==> src/rtl/cied_pkg.sv <==
package cied_pkg;

  localparam int MAX_LEN_DEF = 32;
  localparam int DIST_W = 6;
  localparam logic [DIST_W-1:0] DIST_MAX = 6'd63;

  localparam logic OP_FIRST = 1'b0;
  localparam logic OP_SECOND = 1'b1;

  typedef struct packed {
    logic       operation;
    logic [7:0] char_code;
    logic       has_char;
    logic       last;
  } in_item_t;

  typedef struct packed {
    logic [DIST_W-1:0] distance;
    logic              too_long;
  } out_item_t;

  function automatic logic [7:0] fold_case(input logic [7:0] c);
    logic [7:0] r;
    r = c;
    if (c >= 8'h41 && c <= 8'h5A) begin
      r = c + 8'd32;
    end
    return r;
  endfunction

endpackage

==> src/rtl/cied_cell.sv <==
module cied_cell import cied_pkg::*; #(
  parameter int CW = 6
) (
  input  logic          clk,
  input  logic          rst_n,
  input  logic          ld_en,
  input  logic [7:0]    ld_ch,
  input  logic          init_en,
  input  logic [CW-1:0] init_val,
  input  logic          in_v,
  input  logic [7:0]    in_ch,
  input  logic [CW-1:0] in_left,
  input  logic [CW-1:0] in_diag,
  output logic          out_v,
  output logic [7:0]    out_ch,
  output logic [CW-1:0] out_left,
  output logic [CW-1:0] out_diag,
  output logic [CW-1:0] cost
);

  logic [7:0]    ch_r;
  logic [CW-1:0] val_r;
  logic          out_v_r;
  logic [7:0]    out_ch_r;
  logic [CW-1:0] out_left_r;
  logic [CW-1:0] out_diag_r;
  logic [CW:0]   up;
  logic [CW:0]   lf;
  logic [CW:0]   sb;
  logic [CW:0]   m1;
  logic [CW:0]   best;

  always_comb begin
    up = {1'b0, val_r} + (CW+1)'(1);
    lf = {1'b0, in_left} + (CW+1)'(1);
    sb = {1'b0, in_diag} + (CW+1)'(in_ch != ch_r);
    m1 = (lf < up) ? lf : up;
    best = (sb < m1) ? sb : m1;
  end

  always_ff @(posedge clk) begin
    if (!rst_n) begin
      out_v_r <= 1'b0;
    end else begin
      out_v_r <= in_v;
    end
  end

  always_ff @(posedge clk) begin
    if (ld_en) begin
      ch_r <= ld_ch;
    end
    if (init_en) begin
      val_r <= init_val;
    end else if (in_v) begin
      val_r <= best[CW-1:0];
    end
    out_ch_r <= in_ch;
    out_left_r <= best[CW-1:0];
    out_diag_r <= val_r;
  end

  assign out_v = out_v_r;
  assign out_ch = out_ch_r;
  assign out_left = out_left_r;
  assign out_diag = out_diag_r;
  assign cost = val_r;

endmodule

==> src/rtl/case_insensitive_edit_distance.sv <==
// Case-insensitive Levenshtein distance between two byte strings of up to MAX_LEN characters.
// Send the first string as operation 0 items and then the second as operation 1 items, each
// closed by an item with last set; an empty string is one item with has_char low. The first
// string is kept in a row of MAX_LEN cells, one character and one cost entry per cell. Each
// character of the second string starts an update wave that moves one cell per cycle, and such
// an item holds the input until the wave has left the row. The final item of the second string
// holds it further until its result is registered, which waits while the previous result has
// not been taken. All other items do not hold the input. The result is registered once the wave
// of the final character has left the row.
module case_insensitive_edit_distance import cied_pkg::*; #(
  parameter int MAX_LEN = MAX_LEN_DEF
) (
  input  logic      clk,
  input  logic      rst_n,
  input  logic      in_valid,
  output logic      in_ready,
  input  in_item_t  in_data,
  output logic      out_valid,
  input  logic      out_ready,
  output out_item_t out_data
);

  localparam int CW = $clog2(MAX_LEN + 1);
  localparam int IW = (MAX_LEN > 1) ? $clog2(MAX_LEN) : 1;
  localparam int EW = (CW > DIST_W) ? CW : DIST_W;

  logic [CW-1:0] len_r, len_nxt;
  logic [CW-1:0] cnt_r, cnt_nxt;
  logic          ovf_r, ovf_nxt;
  logic          loading_r, loading_nxt;
  logic          pend_r, pend_nxt;
  logic [CW-1:0] row0_r;
  logic          hd_v_r;
  logic [7:0]    hd_ch_r;
  logic [CW-1:0] hd_left_r;
  logic [CW-1:0] hd_diag_r;
  logic          out_valid_r;
  out_item_t     out_data_r;

  logic [MAX_LEN:0] tok_v;
  logic [7:0]       tok_ch   [MAX_LEN+1];
  logic [CW-1:0]    tok_left [MAX_LEN+1];
  logic [CW-1:0]    tok_diag [MAX_LEN+1];
  logic [CW-1:0]    cost_w   [MAX_LEN];

  logic          busy;
  logic          in_fire;
  logic          is_first;
  logic [7:0]    ch_f;
  logic [CW-1:0] len_eff;
  logic          ovf_eff;
  logic          ld_any;
  logic [IW-1:0] ld_idx;
  logic          init_en;
  logic          adv;
  logic          res_fire;
  logic [CW-1:0] len_m1;
  logic [CW-1:0] d_raw;
  logic [EW-1:0] d_ext;

  assign busy = |tok_v;
  assign in_ready = !busy && !pend_r;
  assign in_fire = in_valid && in_ready;
  assign is_first = (in_data.operation == OP_FIRST);
  assign ch_f = fold_case(in_data.char_code);
  assign len_eff = loading_r ? '0 : len_r;
  assign ovf_eff = loading_r ? 1'b0 : ovf_r;
  assign ld_any = in_fire && is_first && in_data.has_char && (len_eff < CW'(MAX_LEN));
  assign ld_idx = len_eff[IW-1:0];
  assign init_en = in_fire && is_first && in_data.last;
  assign adv = in_fire && !is_first && loading_r && in_data.has_char
               && (cnt_r < CW'(MAX_LEN));
  assign res_fire = pend_r && !busy && (!out_valid_r || out_ready);

  assign tok_v[0] = hd_v_r;
  assign tok_ch[0] = hd_ch_r;
  assign tok_left[0] = hd_left_r;
  assign tok_diag[0] = hd_diag_r;

  for (genvar i = 0; i < MAX_LEN; i++) begin : g_cell
    cied_cell #(.CW(CW)) u_cell (
      .clk      (clk),
      .rst_n    (rst_n),
      .ld_en    (ld_any && (ld_idx == IW'(i))),
      .ld_ch    (ch_f),
      .init_en  (init_en),
      .init_val (CW'(i + 1)),
      .in_v     (tok_v[i]),
      .in_ch    (tok_ch[i]),
      .in_left  (tok_left[i]),
      .in_diag  (tok_diag[i]),
      .out_v    (tok_v[i+1]),
      .out_ch   (tok_ch[i+1]),
      .out_left (tok_left[i+1]),
      .out_diag (tok_diag[i+1]),
      .cost     (cost_w[i])
    );
  end

  always_comb begin
    len_nxt = len_r;
    cnt_nxt = cnt_r;
    ovf_nxt = ovf_r;
    loading_nxt = loading_r;
    pend_nxt = pend_r;
    if (in_fire) begin
      if (is_first) begin
        len_nxt = len_eff;
        ovf_nxt = ovf_eff;
        cnt_nxt = loading_r ? '0 : cnt_r;
        loading_nxt = 1'b0;
        if (in_data.has_char) begin
          if (len_eff < CW'(MAX_LEN)) begin
            len_nxt = len_eff + CW'(1);
          end else begin
            ovf_nxt = 1'b1;
          end
        end
        if (in_data.last) begin
          cnt_nxt = '0;
          loading_nxt = 1'b1;
        end
      end else if (loading_r) begin
        if (in_data.has_char) begin
          if (cnt_r < CW'(MAX_LEN)) begin
            cnt_nxt = cnt_r + CW'(1);
          end else begin
            ovf_nxt = 1'b1;
          end
        end
        if (in_data.last) begin
          pend_nxt = 1'b1;
        end
      end
    end
    if (res_fire) begin
      len_nxt = '0;
      cnt_nxt = '0;
      ovf_nxt = 1'b0;
      loading_nxt = 1'b0;
      pend_nxt = 1'b0;
    end
  end

  assign len_m1 = len_r - CW'(1);
  assign d_raw = (len_r == '0) ? row0_r : cost_w[len_m1[IW-1:0]];
  assign d_ext = EW'(d_raw);

  always_ff @(posedge clk) begin
    if (!rst_n) begin
      len_r <= '0;
      cnt_r <= '0;
      ovf_r <= 1'b0;
      loading_r <= 1'b0;
      pend_r <= 1'b0;
      hd_v_r <= 1'b0;
      out_valid_r <= 1'b0;
    end else begin
      len_r <= len_nxt;
      cnt_r <= cnt_nxt;
      ovf_r <= ovf_nxt;
      loading_r <= loading_nxt;
      pend_r <= pend_nxt;
      hd_v_r <= adv;
      if (res_fire) begin
        out_valid_r <= 1'b1;
      end else if (out_ready) begin
        out_valid_r <= 1'b0;
      end
    end
  end

  always_ff @(posedge clk) begin
    if (init_en) begin
      row0_r <= '0;
    end else if (adv) begin
      row0_r <= cnt_r + CW'(1);
    end
    if (adv) begin
      hd_ch_r <= ch_f;
      hd_left_r <= cnt_r + CW'(1);
      hd_diag_r <= row0_r;
    end
    if (res_fire) begin
      out_data_r.distance <= (d_ext > EW'(DIST_MAX)) ? DIST_MAX : d_ext[DIST_W-1:0];
      out_data_r.too_long <= ovf_r;
    end
  end

  assign out_valid = out_valid_r;
  assign out_data = out_data_r;

  a_one_wave: assert property (@(posedge clk) disable iff (!rst_n) $onehot0(tok_v))
    else $error("More than one update wave in the cell row.");

  a_wave_loaded: assert property (@(posedge clk) disable iff (!rst_n)
    hd_v_r |-> (loading_r && cnt_r != '0))
    else $error("Update wave started without a loaded first string.");

  a_pend_loaded: assert property (@(posedge clk) disable iff (!rst_n) pend_r |-> loading_r)
    else $error("Pending result without a loaded first string.");

  a_dist_range: assert property (@(posedge clk) disable iff (!rst_n)
    out_valid |-> (32'(out_data.distance) <= MAX_LEN))
    else $error("Distance exceeds the maximum string length.");

endmodule
==> config.mk <==
export PLATFORM = sky130hd
export DESIGN_NAME = case_insensitive_edit_distance
export DESIGN_NICKNAME = d
export VERILOG_FILES = /design/src/rtl/cied_pkg.sv /design/src/rtl/cied_cell.sv /design/src/rtl/case_insensitive_edit_distance.sv
export SDC_FILE = /design/constraint.sdc
export NUM_CORES = 2
export LEC_CHECK = 0
export BUFFER_PORTS_ARGS = -buffer_cell sky130_fd_sc_hd__buf_2
export CORE_ASPECT_RATIO = 1.25
export CORE_MARGIN = 8
export CORE_UTILIZATION = 41
export DETAILED_ROUTE_END_ITERATION = 6
export MAX_ROUTING_LAYER = met4
export SETUP_SLACK_MARGIN = 0.02
export SKIP_LAST_GASP = 1
export SLEW_MARGIN = 20
export SYNTH_ARGS = -nofsm -noshare
export SYNTH_HDL_FRONTEND = slang
export SYNTH_SLANG_ARGS = --single-unit
==> constraint.sdc <==
create_clock -name clk -period 11.1 [get_ports clk]
set_input_delay 1.11 -clock clk [delete_from_list [all_inputs] [get_ports clk]]
set_output_delay 1.11 -clock clk [all_outputs]
set_load 0.005 [all_outputs]
==> flow_metrics.py <==
metrics = {
    "outcome": {
        "outcome": "completed",
    },
    "critical_path": {
        "cp-end-kind": "output pin",
        "worstPathMaxFanout": 14,
        "regToRegSetupSlack_ps": 6340,
        "worstPathRequired_ps": 9990,
        "cp.buffers_inverters": 1,
        "cp_slowest_cell": "nor4_1",
        "crit_chain": "nor4_1, nand4_1, or4_4, nor2_1, buf_2",
        "regToRegEndpoint": "g_cell[31].u_cell.cost[4]",
        "critical_path.startpoint": "g_cell[13].u_cell.out_v",
        "r2r_cells": 16,
        "cp_top_family": "simple AND/OR/NAND/NOR gates",
        "reg2reg_from": "g_cell[31].u_cell.cost[2]",
        "slowest_delay_ps": 880,
        "crit_type": "reg2out",
        "startpoint_type": "flip-flop",
        "cp_data_arrival_time_ps": 3690,
    },
    "timing": {
        "fmax_ghz": 0.208,
        "relSlewSlack_pct": 26.6,
        "setup_slack_ps": 6300,
        "worst_pin_slew_ps": 1100,
        "fin_crit_ps": 4800,
        "fin_worst_skew_ps": 51.4,
        "finalHoldViolCount": 0,
        "worst_hold_slack_ps": 360,
        "setup_viol": 0,
        "finalMaxSlewViolations": 0,
        "rsz0062_at_grt": "false",
        "finalCritPeriodShare_pct": 43.2,
        "setup_tns_ps": 0,
    },
    "final_layout": {
        "final_area_mm2": 0.0634,
        "drive_gt1_share_pct": 7.66,
        "regArea_mm2": 0.0259,
        "syn_to_final_growth_pct": 10.4,
        "multi_input_area_mm2": 0.0299,
        "nNetsFinal": 5977,
        "stdcell_count": 7438,
        "nFillCells": 12900,
    },
    "place": {
        "io_buffers": 23,
        "pre_cts_slack_ps": 6410,
        "dpl.cell_count": 7219,
        "gp_congestion": 0.879,
        "place_area_mm2": 0.0594,
        "hpwl_um": 106000,
    },
    "power_and_ir_drop": {
        "p_leak_nw": 26.6,
        "irDropWorstVdd_mv": 0.173,
        "powerDensity_mw_per_mm2": 217,
    },
    "logic_synthesis": {
        "synth.area.top_cells": "dfxtp_1 (30%), edfxtp_1 (15%), ha_1 (11%), xor2_1 (7.5%), mux2i_1 (3.9%)",
        "ys_seq_elements": 1150,
        "synth_edf_count": 283,
        "yosys-top-cells-count": "dfxtp_1 (867), xor2_1 (491), ha_1 (490), nand3_1 (367), a21oi_1 (315)",
        "synth_area_mm2": 0.0574,
        "synth_cells": 5420,
        "synth.most_common_cell": "dfxtp_1",
        "synth_cell_types": 68,
        "synth-main-ff-cell": "dfxtp_1",
        "synth_top_area_share_pct": 30.3,
        "synth_area_leader_cell": "dfxtp_1",
        "ys_seq_area_share_pct": 45.1,
        "yosysWarnings": 0,
        "syn_nets": 5925,
        "async_flop_share_pct": 0,
        "avgSynthCellArea_um2": 10.6,
    },
    "clocking": {
        "cts_made_buffers": 111,
        "clk_pin_slew_ps": 60,
        "postCtsHoldBufs": 0,
        "cts_tree": "built",
        "clockBufferDepth": 3,
        "postCtsResizedCells": 0,
        "clkLatencyLatePin_ps": 740,
        "clock_sinks": 1150,
        "clockRootBuffer": "clkbuf_16",
        "post_cts_buffers": 0,
        "htree_levels": 3,
    },
    "die": {
        "design.die.area_mm2": 0.152,
        "die_w_um": 351,
        "start_util_pct": 41.3,
        "design.portCount": 24,
        "rows": 153,
        "core_mm2": 0.139,
        "die-height_um": 434,
    },
    "min_path": {
        "hold_path_depth": 0,
        "hold_path_end": "g_cell[16].u_cell.out_ch[4]",
        "min_path_type": "reg2reg",
        "min_from": "g_cell[15].u_cell.out_ch[4]",
    },
    "route": {
        "dr.first_iter.drc_count": 2193,
        "vias": 39600,
        "ant_nets": 0,
        "vias_per_cell": 5.32,
        "wl_per_cell_um": 18.9,
        "routed_wl_um": 141000,
        "drt_first_pass_iters": 7,
        "drcViolationCount": 0,
    },
    "grt": {
        "antenna_found_initial": 9,
        "grt-ovfl-total": 0,
        "grt_pass1_vias": 39400,
        "grt_max_degree": 82,
        "grt_pass1_wl_um": 219000,
        "track_usage_pct": 18.6,
    },
    "flow_run": {
        "drv_cap": 0,
    },
}
metrics by stage:
| stage | power [mW] | utilization [%] |
|---|---|---|
| finish | 13.7 | 45.6 |
| detailed placement | 9.83 | 42.8 |
| floorplan | 8.85 | - |
| global route | 14.6 | 45.6 |
| global placement | 9.75 | 42.8 |
| CTS | 13.8 | 45.6 |
kinds of logic (layout without fill, tap and decap cells):
family | after synthesis | count (layout) | synth area share [%]
AOI/OAI and AO/OA | 924 | 924 | 10.9
xor gates and xnor gates | 648 | 648 | 9.89
adders and majority gates | 490 | 490 | 10.7
buffers and inverters | 404 | 555 | 2.92
DFF | 1150 | 1150 | 45.1
muxes | 335 | 335 | 7.26
other | 0 | 7 | 0
and+or+nand+nor | 1469 | 1469 | 13.3
power by group:
part           switching [mW]  internal [mW]  total (mW)
logic                    2.89           2.19        5.09
clock network            1.68           2.29        3.97
registers               0.183           4.50        4.68
worst reg2reg max path: stages (launching register included):
cell	delay, ps
dfxtp_1	440
and3_1	220
nand3_1	100
xor2_1	190
ha_1	230
or3_1	370
a221o_1	300
o21ai_1	250
mux2_2	410
ha_1	290
a21o_1	170
a21oi_1	190
or3b_2	460
o211ai_1	540
mux2i_1	270
mux2i_1	100
nor2_1	110
area by class of cell:
cell class | count | share of cell area (%)
Antenna cell | 7 | 0.0277
Sequential cell | 1150 | 40.8
Clock inverter | 69 | 1.33
Timing Repair Buffer | 38 | 0.365
Multi-Input combinational cell | 3866 | 47.1
Clock buffer | 143 | 4.85
Inverter | 305 | 1.82
Tap cell | 1860 | 3.67
worst max path at each step:
stage                                endpoint  slack (ps)  depth (start not counted)
floorplan           g_cell[31].u_cell.cost[4]        6900                         16
finish                               in_ready        6300                          5
global route        g_cell[31].u_cell.cost[4]        6080                         16
detailed placement  g_cell[31].u_cell.cost[4]        6410                         16
global placement    g_cell[31].u_cell.cost[4]        6420                         16
CTS                                  in_ready        6300                          5
registers in the layout, summed over array words and instances (netlist names), 7 cells and up:
name,cells
g_cell.u_cell.ch_r,256
g_cell.u_cell.cost,192
g_cell.u_cell.out_ch,248
g_cell.u_cell.out_diag,186
g_cell.u_cell.out_left,186
g_cell.u_cell.out_v,32
hd_ch_r,8
out_data,7
per-layer routing:
layer	vias up	routed length (µm)	track usage, %
met1	19100	57100	20.6
met2	642	74000	34.6
met5	-	0	-
met4	0	4460	6.07
met3	226	5110	2.21
li1	19600	-	-
cell usage in the layout (no fill, tap or decap), types with 19 or more instances in the layout:
cell type | Yosys | final
dfxtp_1 | 867 | 866
xor2_1 | 491 | 491
ha_1 | 490 | 489
nand3_1 | 367 | 367
a21oi_1 | 315 | 315
inv_1 | 304 | 304
nand2_1 | 287 | 287
edfxtp_1 | 283 | 283
mux2i_1 | 226 | 226
and3_1 | 167 | 167
o21ai_0 | 159 | 159
nor2b_1 | 158 | 158
xnor2_1 | 157 | 156
nor2_1 | 139 | 139
clkbuf_16 | 0 | 113
a21o_1 | 87 | 87
nor3_1 | 84 | 84
nor4_1 | 72 | 72
nand2b_1 | 70 | 70
a211o_1 | 64 | 64
mux4_2 | 60 | 60
a22o_1 | 59 | 59
o21a_1 | 58 | 58
and2_1 | 59 | 58
mux2_2 | 49 | 49
nand4_1 | 37 | 37
o21ba_2 | 33 | 33
a31oi_1 | 27 | 27
buf_2 | 11 | 23
o31ai_1 | 22 | 22
a31oi_2 | 21 | 21
clkinv_2 | 0 | 19
Note: power is estimated with default switching activity, not from simulation.
